### config.mk
export PLATFORM = sky130hd
export DESIGN_NAME = midpoint_ellipse_rasterizer_unit
export DESIGN_NICKNAME = d
export VERILOG_FILES = /design/src/rtl/mer_pkg.sv /design/src/rtl/mer_datapath.sv /design/src/rtl/mer_controller.sv /design/src/rtl/midpoint_ellipse_rasterizer_unit.sv
export SDC_FILE = /design/constraint.sdc
export NUM_CORES = 2
export LEC_CHECK = 0
export ABC_AREA = 0
export BUFFER_PORTS_ARGS = -buffer_cell sky130_fd_sc_hd__buf_2
export CAP_MARGIN = 10
export CELL_PAD_IN_SITES_DETAIL_PLACEMENT = 0
export CELL_PAD_IN_SITES_GLOBAL_PLACEMENT = 1
export CORE_MARGIN = 1
export CORE_UTILIZATION = 54
export DETAILED_ROUTE_END_ITERATION = 8
export PLACE_DENSITY = 0.91
export SETUP_SLACK_MARGIN = 0.1
export SYNTH_ARGS = -nofsm -noshare
export SYNTH_HDL_FRONTEND = slang
export SYNTH_SLANG_ARGS = --single-unit
### constraint.sdc
create_clock -name clk -period 31.6 [get_ports clk]
set_input_delay 4.74 -clock clk [delete_from_list [all_inputs] [get_ports clk]]
set_output_delay 4.74 -clock clk [all_outputs]
set_load 0.02 [all_outputs]
### src/rtl/mer_pkg.sv
// Shared widths, register indexes and controller/datapath interface types.
package mer_pkg;

  localparam int RADIUS_BITS  = 10;
  localparam int COORD_BITS   = 11;
  localparam int OUT_BITS     = COORD_BITS + 2;
  localparam int CFG_BITS     = (COORD_BITS > RADIUS_BITS) ? COORD_BITS : RADIUS_BITS;
  localparam int CFG_IDX_BITS = 2;
  localparam int SQ_BITS      = 2 * RADIUS_BITS;
  localparam int OY_BITS      = RADIUS_BITS + 1;
  localparam int TX_BITS      = RADIUS_BITS + 1;
  localparam int TY_BITS      = OY_BITS + 1;
  localparam int MUL_BITS     = 2 * TX_BITS;
  localparam int PROD_BITS    = 2 * MUL_BITS;
  localparam int SLOPE_BITS   = 3 * RADIUS_BITS + 2;
  localparam int DEC_BITS     = PROD_BITS + 2;

  localparam logic [CFG_IDX_BITS-1:0] CFG_CENTER_X = 2'd0;
  localparam logic [CFG_IDX_BITS-1:0] CFG_CENTER_Y = 2'd1;
  localparam logic [CFG_IDX_BITS-1:0] CFG_RADIUS_X = 2'd2;
  localparam logic [CFG_IDX_BITS-1:0] CFG_RADIUS_Y = 2'd3;

  typedef enum logic [3:0] {
    DP_NOP,
    DP_MUL_START,
    DP_LOAD,
    DP_STEP,
    DP_SETTLE,
    DP_SW_TX,
    DP_SW_TY,
    DP_SW_A,
    DP_SW_B,
    DP_SW_C,
    DP_SW_FIN
  } dp_op_t;

  typedef struct packed {
    dp_op_t op;
    logic   capture;
  } dp_cmd_t;

  typedef struct packed {
    logic finished;
    logic need_switch;
  } dp_status_t;

endpackage

### src/rtl/mer_datapath.sv
// Datapath: configuration, walk state, shared multiplier and result register.
module mer_datapath (
  input  logic                                 clk,
  input  logic                                 rst,
  input  logic                                 cfg_we,
  input  logic [mer_pkg::CFG_IDX_BITS-1:0]     cfg_index,
  input  logic [mer_pkg::CFG_BITS-1:0]         cfg_data,
  input  mer_pkg::dp_cmd_t                     cmd,
  output mer_pkg::dp_status_t                  status,
  output logic                                 valid_res,
  output logic signed [mer_pkg::OUT_BITS-1:0]  x_right,
  output logic signed [mer_pkg::OUT_BITS-1:0]  x_left,
  output logic signed [mer_pkg::OUT_BITS-1:0]  y_below,
  output logic signed [mer_pkg::OUT_BITS-1:0]  y_above,
  output logic                                 in_region_two,
  output logic                                 last
);

  logic [mer_pkg::COORD_BITS-1:0]         center_x, center_y;
  logic [mer_pkg::RADIUS_BITS-1:0]        radius_x, radius_y;
  logic [mer_pkg::SQ_BITS-1:0]            rx2, ry2, rx2_c, ry2_c;

  logic [mer_pkg::RADIUS_BITS-1:0]        offset_x, offset_x_next;
  logic signed [mer_pkg::OY_BITS-1:0]     offset_y, offset_y_next;
  logic signed [mer_pkg::SLOPE_BITS-1:0]  slope_x, slope_x_next, slope_y, slope_y_next;
  logic signed [mer_pkg::DEC_BITS-1:0]    decision, decision_next;
  logic                                   region, finished;

  logic [mer_pkg::MUL_BITS-1:0]           mul_a, mul_b, t1, t2;
  logic [mer_pkg::PROD_BITS-1:0]          mul_p, prod;
  logic signed [mer_pkg::DEC_BITS-1:0]    acc, prod4, prod1;

  logic [mer_pkg::TX_BITS-1:0]            tx;
  logic signed [mer_pkg::TY_BITS-1:0]     ty, ty_neg;
  logic [mer_pkg::OY_BITS-1:0]            ty_abs;

  logic signed [mer_pkg::SLOPE_BITS-1:0]  two_rx2, two_ry2, sx_inc, sy_dec;
  logic signed [mer_pkg::DEC_BITS-1:0]    dsx, dsy, rx2_d, ry2_d;

  assign rx2_c = radius_x * radius_x;
  assign ry2_c = radius_y * radius_y;

  assign tx     = {offset_x, 1'b1};
  assign ty     = mer_pkg::TY_BITS'(offset_y) - mer_pkg::TY_BITS'(1);
  assign ty_neg = -ty;
  assign ty_abs = ty[mer_pkg::TY_BITS-1] ? ty_neg[mer_pkg::OY_BITS-1:0]
                                         : ty[mer_pkg::OY_BITS-1:0];

  assign prod4 = signed'({prod, 2'b00});
  assign prod1 = signed'({{(mer_pkg::DEC_BITS-mer_pkg::PROD_BITS){1'b0}}, prod});

  assign two_rx2 = signed'({{(mer_pkg::SLOPE_BITS-mer_pkg::SQ_BITS-1){1'b0}}, rx2, 1'b0});
  assign two_ry2 = signed'({{(mer_pkg::SLOPE_BITS-mer_pkg::SQ_BITS-1){1'b0}}, ry2, 1'b0});
  assign sx_inc  = slope_x + two_ry2;
  assign sy_dec  = slope_y - two_rx2;
  assign dsx     = mer_pkg::DEC_BITS'(sx_inc);
  assign dsy     = mer_pkg::DEC_BITS'(sy_dec);
  assign rx2_d   = signed'({{(mer_pkg::DEC_BITS-mer_pkg::SQ_BITS){1'b0}}, rx2});
  assign ry2_d   = signed'({{(mer_pkg::DEC_BITS-mer_pkg::SQ_BITS){1'b0}}, ry2});

  assign status.finished    = finished;
  assign status.need_switch = !finished && !region && !(slope_x < slope_y);

  // shared multiplier operand select
  always_comb begin
    case (cmd.op)
      mer_pkg::DP_MUL_START: begin
        mul_a = mer_pkg::MUL_BITS'(rx2);
        mul_b = mer_pkg::MUL_BITS'(radius_y);
      end
      mer_pkg::DP_SW_TX: begin
        mul_a = mer_pkg::MUL_BITS'(tx);
        mul_b = mer_pkg::MUL_BITS'(tx);
      end
      mer_pkg::DP_SW_TY: begin
        mul_a = mer_pkg::MUL_BITS'(ty_abs);
        mul_b = mer_pkg::MUL_BITS'(ty_abs);
      end
      mer_pkg::DP_SW_A: begin
        mul_a = mer_pkg::MUL_BITS'(ry2);
        mul_b = t1;
      end
      mer_pkg::DP_SW_B: begin
        mul_a = mer_pkg::MUL_BITS'(rx2);
        mul_b = t2;
      end
      mer_pkg::DP_SW_C: begin
        mul_a = mer_pkg::MUL_BITS'(rx2);
        mul_b = mer_pkg::MUL_BITS'(ry2);
      end
      default: begin
        mul_a = '0;
        mul_b = '0;
      end
    endcase
  end

  assign mul_p = mul_a * mul_b;

  // one midpoint step
  always_comb begin
    offset_x_next = offset_x;
    offset_y_next = offset_y;
    slope_x_next  = slope_x;
    slope_y_next  = slope_y;
    decision_next = decision;
    if (!region) begin
      offset_x_next = offset_x + 1'b1;
      slope_x_next  = sx_inc;
      if (decision[mer_pkg::DEC_BITS-1]) begin
        decision_next = decision + ((dsx + ry2_d) <<< 2);
      end else begin
        offset_y_next = offset_y - 1'b1;
        slope_y_next  = sy_dec;
        decision_next = decision + ((dsx - dsy + ry2_d) <<< 2);
      end
    end else begin
      offset_y_next = offset_y - 1'b1;
      slope_y_next  = sy_dec;
      if (!decision[mer_pkg::DEC_BITS-1] && (decision != '0)) begin
        decision_next = decision + ((rx2_d - dsy) <<< 2);
      end else begin
        offset_x_next = offset_x + 1'b1;
        slope_x_next  = sx_inc;
        decision_next = decision + ((dsx - dsy + rx2_d) <<< 2);
      end
    end
  end

  always_ff @(posedge clk) begin
    rx2  <= rx2_c;
    ry2  <= ry2_c;
    prod <= mul_p;
    case (cmd.op)
      mer_pkg::DP_SW_TY: t1  <= prod[mer_pkg::MUL_BITS-1:0];
      mer_pkg::DP_SW_A:  t2  <= prod[mer_pkg::MUL_BITS-1:0];
      mer_pkg::DP_SW_B:  acc <= prod1;
      mer_pkg::DP_SW_C:  acc <= acc + prod4;
      default: ;
    endcase
  end

  always_ff @(posedge clk) begin
    if (rst) begin
      center_x      <= '0;
      center_y      <= '0;
      radius_x      <= mer_pkg::RADIUS_BITS'(1);
      radius_y      <= mer_pkg::RADIUS_BITS'(1);
      offset_x      <= '0;
      offset_y      <= '0;
      slope_x       <= '0;
      slope_y       <= '0;
      decision      <= '0;
      region        <= 1'b0;
      finished      <= 1'b1;
      valid_res     <= 1'b0;
      x_right       <= '0;
      x_left        <= '0;
      y_below       <= '0;
      y_above       <= '0;
      in_region_two <= 1'b0;
      last          <= 1'b0;
    end else begin
      if (cfg_we) begin
        case (cfg_index)
          mer_pkg::CFG_CENTER_X: center_x <= cfg_data[mer_pkg::COORD_BITS-1:0];
          mer_pkg::CFG_CENTER_Y: center_y <= cfg_data[mer_pkg::COORD_BITS-1:0];
          mer_pkg::CFG_RADIUS_X: radius_x <= cfg_data[mer_pkg::RADIUS_BITS-1:0];
          mer_pkg::CFG_RADIUS_Y: radius_y <= cfg_data[mer_pkg::RADIUS_BITS-1:0];
          default: ;
        endcase
      end

      if (cmd.capture) begin
        if (finished) begin
          valid_res     <= 1'b0;
          x_right       <= '0;
          x_left        <= '0;
          y_below       <= '0;
          y_above       <= '0;
          in_region_two <= 1'b0;
          last          <= 1'b0;
        end else begin
          valid_res     <= 1'b1;
          x_right       <= mer_pkg::OUT_BITS'(center_x) + mer_pkg::OUT_BITS'(offset_x);
          x_left        <= mer_pkg::OUT_BITS'(center_x) - mer_pkg::OUT_BITS'(offset_x);
          y_below       <= mer_pkg::OUT_BITS'(center_y) + mer_pkg::OUT_BITS'(offset_y);
          y_above       <= mer_pkg::OUT_BITS'(center_y) - mer_pkg::OUT_BITS'(offset_y);
          in_region_two <= region;
          last          <= (offset_y == '0);
        end
      end

      case (cmd.op)
        mer_pkg::DP_LOAD: begin
          offset_x <= '0;
          offset_y <= signed'({1'b0, radius_y});
          slope_x  <= '0;
          slope_y  <= signed'({prod[mer_pkg::SLOPE_BITS-2:0], 1'b0});
          decision <= signed'({{(mer_pkg::DEC_BITS-mer_pkg::SQ_BITS-2){1'b0}}, ry2, 2'b00})
                      - prod4 + rx2_d;
          region   <= 1'b0;
          finished <= 1'b0;
        end
        mer_pkg::DP_STEP: begin
          offset_x <= offset_x_next;
          offset_y <= offset_y_next;
          slope_x  <= slope_x_next;
          slope_y  <= slope_y_next;
          decision <= decision_next;
        end
        mer_pkg::DP_SETTLE: begin
          if (offset_y[mer_pkg::OY_BITS-1]) finished <= 1'b1;
        end
        mer_pkg::DP_SW_FIN: begin
          decision <= acc - prod4;
          region   <= 1'b1;
          if (offset_y[mer_pkg::OY_BITS-1]) finished <= 1'b1;
        end
        default: ;
      endcase
    end
  end

endmodule

### src/rtl/mer_controller.sv
// Controller: sequences start, step, region change and output beats.
module mer_controller (
  input  logic                clk,
  input  logic                rst,
  input  logic                in_valid,
  output logic                in_ready,
  input  logic                restart,
  output logic                out_valid,
  input  logic                out_ready,
  input  mer_pkg::dp_status_t status,
  output mer_pkg::dp_cmd_t    cmd
);

  typedef enum logic [3:0] {
    S_IDLE,
    S_START_MUL,
    S_START_LOAD,
    S_EMIT,
    S_SETTLE,
    S_SW_TY,
    S_SW_A,
    S_SW_B,
    S_SW_C,
    S_SW_FIN
  } state_t;

  state_t state, state_next;
  logic   from_start;
  logic   emit_ok;

  assign in_ready = (state == S_IDLE);
  assign emit_ok  = !out_valid || out_ready;

  always_comb begin
    cmd.op      = mer_pkg::DP_NOP;
    cmd.capture = 1'b0;
    state_next  = state;
    case (state)
      S_IDLE: begin
        if (in_valid) state_next = restart ? S_START_MUL : S_EMIT;
      end
      S_START_MUL: begin
        cmd.op     = mer_pkg::DP_MUL_START;
        state_next = S_START_LOAD;
      end
      S_START_LOAD: begin
        cmd.op     = mer_pkg::DP_LOAD;
        state_next = S_SETTLE;
      end
      S_EMIT: begin
        if (emit_ok) begin
          cmd.capture = 1'b1;
          if (status.finished) begin
            state_next = S_IDLE;
          end else begin
            cmd.op     = mer_pkg::DP_STEP;
            state_next = S_SETTLE;
          end
        end
      end
      S_SETTLE: begin
        if (status.need_switch) begin
          cmd.op     = mer_pkg::DP_SW_TX;
          state_next = S_SW_TY;
        end else begin
          cmd.op     = mer_pkg::DP_SETTLE;
          state_next = from_start ? S_EMIT : S_IDLE;
        end
      end
      S_SW_TY: begin
        cmd.op     = mer_pkg::DP_SW_TY;
        state_next = S_SW_A;
      end
      S_SW_A: begin
        cmd.op     = mer_pkg::DP_SW_A;
        state_next = S_SW_B;
      end
      S_SW_B: begin
        cmd.op     = mer_pkg::DP_SW_B;
        state_next = S_SW_C;
      end
      S_SW_C: begin
        cmd.op     = mer_pkg::DP_SW_C;
        state_next = S_SW_FIN;
      end
      S_SW_FIN: begin
        cmd.op     = mer_pkg::DP_SW_FIN;
        state_next = from_start ? S_EMIT : S_IDLE;
      end
      default: state_next = S_IDLE;
    endcase
  end

  always_ff @(posedge clk) begin
    if (rst) begin
      state      <= S_IDLE;
      from_start <= 1'b0;
      out_valid  <= 1'b0;
    end else begin
      state <= state_next;
      if (state == S_IDLE && in_valid) from_start <= restart;
      if (cmd.capture) begin
        out_valid  <= 1'b1;
        from_start <= 1'b0;
      end else if (out_ready) begin
        out_valid <= 1'b0;
      end
    end
  end

endmodule

### src/rtl/midpoint_ellipse_rasterizer_unit.sv
// Top level of the midpoint ellipse rasterizer.
// Use: write center and radii on the cfg channel (cfg_index 0..3: center_x,
// center_y, radius_x, radius_y; cfg_ready is always high). Each input beat
// carries restart: 1 starts a new ellipse at its top point, 0 takes the next
// point. Every input beat gives exactly one output beat with the four mirror
// points; valid_res is 0 (all other fields 0) once the ellipse is finished.
// Sequence: an input beat is taken in the idle state. A plain step passes the
// states accept, emit and step, settle, and its result is registered in the
// emit state; a restart adds the states start product, load and settle ahead
// of the emit; the switch to region two adds the states SW_TY, SW_A, SW_B,
// SW_C and SW_FIN, set by the one shared multiplier that forms the region-two
// decision term by term.
// Results sit in an output register: after a beat is emitted the controller
// finishes the step and takes the next input while the result waits. If the
// receiver stalls, the next item waits in its emit state until the register
// is free. Reset (rst, synchronous) clears the walk to finished, loads center
// 0 and radii 1, and empties the output register.
module midpoint_ellipse_rasterizer_unit (
  input  logic                                 clk,
  input  logic                                 rst,
  input  logic                                 cfg_valid,
  output logic                                 cfg_ready,
  input  logic [mer_pkg::CFG_IDX_BITS-1:0]     cfg_index,
  input  logic [mer_pkg::CFG_BITS-1:0]         cfg_data,
  input  logic                                 in_valid,
  output logic                                 in_ready,
  input  logic                                 restart,
  output logic                                 out_valid,
  input  logic                                 out_ready,
  output logic                                 valid_res,
  output logic signed [mer_pkg::OUT_BITS-1:0]  x_right,
  output logic signed [mer_pkg::OUT_BITS-1:0]  x_left,
  output logic signed [mer_pkg::OUT_BITS-1:0]  y_below,
  output logic signed [mer_pkg::OUT_BITS-1:0]  y_above,
  output logic                                 in_region_two,
  output logic                                 last
);

  mer_pkg::dp_cmd_t    cmd;
  mer_pkg::dp_status_t status;

  assign cfg_ready = 1'b1;

  mer_controller u_ctrl (
    .clk       (clk),
    .rst       (rst),
    .in_valid  (in_valid),
    .in_ready  (in_ready),
    .restart   (restart),
    .out_valid (out_valid),
    .out_ready (out_ready),
    .status    (status),
    .cmd       (cmd)
  );

  mer_datapath u_dp (
    .clk           (clk),
    .rst           (rst),
    .cfg_we        (cfg_valid & cfg_ready),
    .cfg_index     (cfg_index),
    .cfg_data      (cfg_data),
    .cmd           (cmd),
    .status        (status),
    .valid_res     (valid_res),
    .x_right       (x_right),
    .x_left        (x_left),
    .y_below       (y_below),
    .y_above       (y_above),
    .in_region_two (in_region_two),
    .last          (last)
  );

endmodule

==> impl_metrics.csv <==
group,metric,value,unit
floorplan,start_util,54.72,%
critical_path,arrival,11.83,ns
cells_and_area,utilization,58.24,%
floorplan,dieArea,101300,µm²
synth,syn_area_per_cell,8.078,µm²
power_and_ir_drop,powerDensity,45.11,nW/µm²
min_path,hold_start,"u_dp.last$_SDFFE_PP0P_",
min_path,min_path_type,"reg2reg",
cts,cts_resized,0,
synth,synth_area,54010,µm²
run,maxCapViolations,0,
timing,slew_viol_final,0,
placed_design,place_area,55790,µm²
cts,cts_max_path_buffers,3,
detailed_routing,post-route-drc-count,0,
detailed_routing,via_per_inst,6.024,
min_path,min_to,"u_dp.last$_SDFFE_PP0P_",
critical_path,reg2reg_depth,41,
power_and_ir_drop,p_total,2.593,mW
critical_path,crit_start,"u_dp.slope_x[2]$_SDFFE_PP0P_",
synth,synth_ff_type,"dfxtp_1",
timing,setup_violations,0,
grt,antenna_found_initial,1,
cts,clock_sinks,400,
timing,fin_crit_sh,35.76,%
timing,setup_slack,20.30,ns
timing,finalHoldViolations,0,
cells_and_area,syn2layout_area_growth,6.433,%
grt,grt_util_all_layers,33.48,%
critical_path,end_kind,"flip-flop",
cts,clk_latency,0.63,ns
synth,async_flop_share,0,%
timing,tightest_slew,1.275,ns
critical_path,ff2ff_setup_slack,20.30,ns
timing,fmax,88.51,MHz
detailed_routing,routed_wl,171600,µm
detailed_routing,avgRoutedWirePerCell,21.54,µm
floorplan,die_h,318.3,µm
synth,yosysUniqueCellTypes,97,
placed_design,io_buffers,74,
critical_path,rr_startpoint,"u_dp.slope_x[2]$_SDFFE_PP0P_",
critical_path,worstPathRequired,32.14,ns
cells_and_area,final_layout_size_suffix_gt1_share,5.076,%
floorplan,ios,77,
critical_path,cp_slowest_stage_delay,1.09,ns
floorplan,die_w,318.3,µm
detailed_routing,drt_pass1_iterations,6,
status,status,"complete, no violations",
grt,grt_overflow,0,
grt,grt_pass1_wl,265900,µm
placed_design,pre_cts_ws,20.56,ns
power_and_ir_drop,p_leak,26.97,nW
placed_design,dp_hpwl,138400,µm
grt,use_met1,46.53,%
cts,cts_inserted_buffers,49,
synth,synth-seq-cells,400,
grt,grt_util_met3,4.687,%
cts,cts_hold_buf,0,
timing,slew_headroom,14.47,%
grt,grt_start_max_net_pins,75,
critical_path,path_delay_family,"compound AO/OA/AOI/OAI gates",
cts,cts_tree,"yes",
synth,synth_edf_count,90,
grt,grt.busiest_layer,"met2",
cts,cts_root_buffer,"clkbuf_16",
cells_and_area,fin_area,57490,µm²
timing,worst_hold_slack,0.4307,ns
detailed_routing,drtIter0Drc,4658,
cells_and_area,post_layout_nonfiller_instances,7969,
critical_path,cp_max_fo,35,
placed_design,dp_cells,7874,
detailed_routing,ant_nets,0,
cts,cts-htree-levels,2,
timing,min_period,11.30,ns
synth,syn_inst,6686,
grt,gr-usage-met2,52.54,%
cells_and_area,final_common_cell,"inv_1",
floorplan,coreArea,98710,µm²
cells_and_area,fin_nets,7754,
synth,yosysSeqAreaShare,16.49,%
synth,ys_warn_count,0,
floorplan,rows,115,
cts,clkTransAtPathRegs,0.06,ns
min_path,hold_depth,2,
power_and_ir_drop,ir_drop,0.04370,mV
timing,skew,0.02899,ns
critical_path,start_kind,"flip-flop",
critical_path,worst-path-buf-inv,7,
critical_path,r2r-end,"u_dp.prod[38]$_DFF_P_",
cts,cts_setup_buffers,0,
timing,grt_setup_unrepaired,"no",
critical_path,critical_path_class,"reg2reg",
cells_and_area,mostFrequentLayoutCells,"inv_1, nand2_1, nor2_1",
critical_path,crit_slowest_cell,"a211oi_1",
critical_path,cp_common_cell,"fa_1",
placed_design,gp_congestion,0.9661,
cells_and_area,n_fill_cell,9054,
detailed_routing,vias,48010,
grt,grt_pass1_vias,46250,
timing,setup_tns,0,ns
critical_path,cp.depth,41,
==> flip-flops by register name (all words and copies together), names as in the netlist, 11 cells and up <==
name / cells
u_dp.acc: 46
u_dp.center_x: 11
u_dp.center_y: 11
u_dp.decision: 46
u_dp.offset_y: 11
u_dp.prod: 42
u_dp.rx2: 19
u_dp.ry2: 19
u_dp.slope_x: 31
u_dp.slope_y: 31
u_dp.t1: 22
u_dp.t2: 22
u_dp.x_left: 12
u_dp.x_right: 11
u_dp.y_above: 13
u_dp.y_below: 12
==> power by group <==
part	switching [mW]	total, mW	internal [mW]	leakage, nW
clock network	0.255	0.597	0.342	0.809
logic	0.893	1.42	0.527	22.9
registers	0.0322	0.577	0.544	3.27
==> kinds of logic (layout without fill, tap and decap cells) <==
logic type | Yosys count | count (layout) | synth area share (%)
compound gates | 1595 | 1595 | 19.09
xor+xnor | 461 | 461 | 7.545
fa+ha+maj | 1097 | 1097 | 32.00
buf+inv | 1153 | 1130 | 8.059
flops | 400 | 400 | 16.49
mux | 30 | 30 | 0.5606
other cells | 2 | 21 | 0.01390
simple gates | 1948 | 1948 | 16.24
==> worst reg2reg max path, delay by kind of cell (launching register included) <==
family	cells	cell delay, ns
AOI/OAI and AO/OA	21	5.76
adders and majority gates	9	3.90
buffers and inverters	7	0.55
DFF	1	0.46
and+or+nand+nor	3	0.40
xor gates and xnor gates	1	0.14
==> Yosys cell counts, types with 22 or more instances <==
cell	n	area (µm²)
inv_1	870	3266
nand2_1	663	2489
nor2_1	637	2391
ha_1	623	7795
a21oi_1	511	2557
fa_1	474	9489
xnor2_1	341	2987
dfxtp_1	310	6206
o21ai_0	297	1486
clkbuf_1	244	915.9
a21o_1	131	983.4
nand3_1	128	640.6
xor2_1	115	1007
and2_1	106	663.1
a211oi_1	102	765.7
nor3_1	100	500.5
edfxtp_1	90	2703
o21bai_1	75	563.0
nand2b_1	61	381.6
o21a_1	58	435.4
a31oi_1	51	319.1
nor2b_1	49	306.5
and3_1	44	275.3
a22oi_1	40	300.3
nand4_1	39	244.0
o211ai_1	39	292.8
a211o_1	36	315.3
or3_1	34	212.7
o22ai_1	29	181.4
buf_1	28	105.1
mux2i_1	28	280.3
nor4_1	26	162.7
a22o_1	22	192.7
==> metal layers <==
layer	share of wire [%]	wire, µm
met1	43	73680
met2	44	75980
met3	8.4	14400
met4	4.4	7578
met5	0	0
==> cell type report <==
type / instances / area [µm²] / share of cell area [%]
diodes: 4 / 10.01 / 0.01741
inverters: 873 / 3277 / 5.700
flip-flops and latches: 400 / 8911 / 15.50
multi-input cells: 5148 / 40930 / 71.20
repair buffers: 166 / 1067 / 1.857
clock inverters: 33 / 372.9 / 0.6486
clock buffers: 58 / 1310 / 2.279
well taps: 1287 / 1610 / 2.801
==> how the worst max path moves through the flow <==
| stage | to |
|---|---|
| finish | u_dp.prod[38]$_DFF_P_ |
| CTS | u_dp.prod[38]$_DFF_P_ |
| global placement | u_dp.prod[38]$_DFF_P_ |
| floorplan | u_dp.prod[38]$_DFF_P_ |
| global route | u_dp.prod[38]$_DFF_P_ |
| detailed placement | u_dp.prod[38]$_DFF_P_ |
No activity file was read; power rests on OpenSTA's default activity.
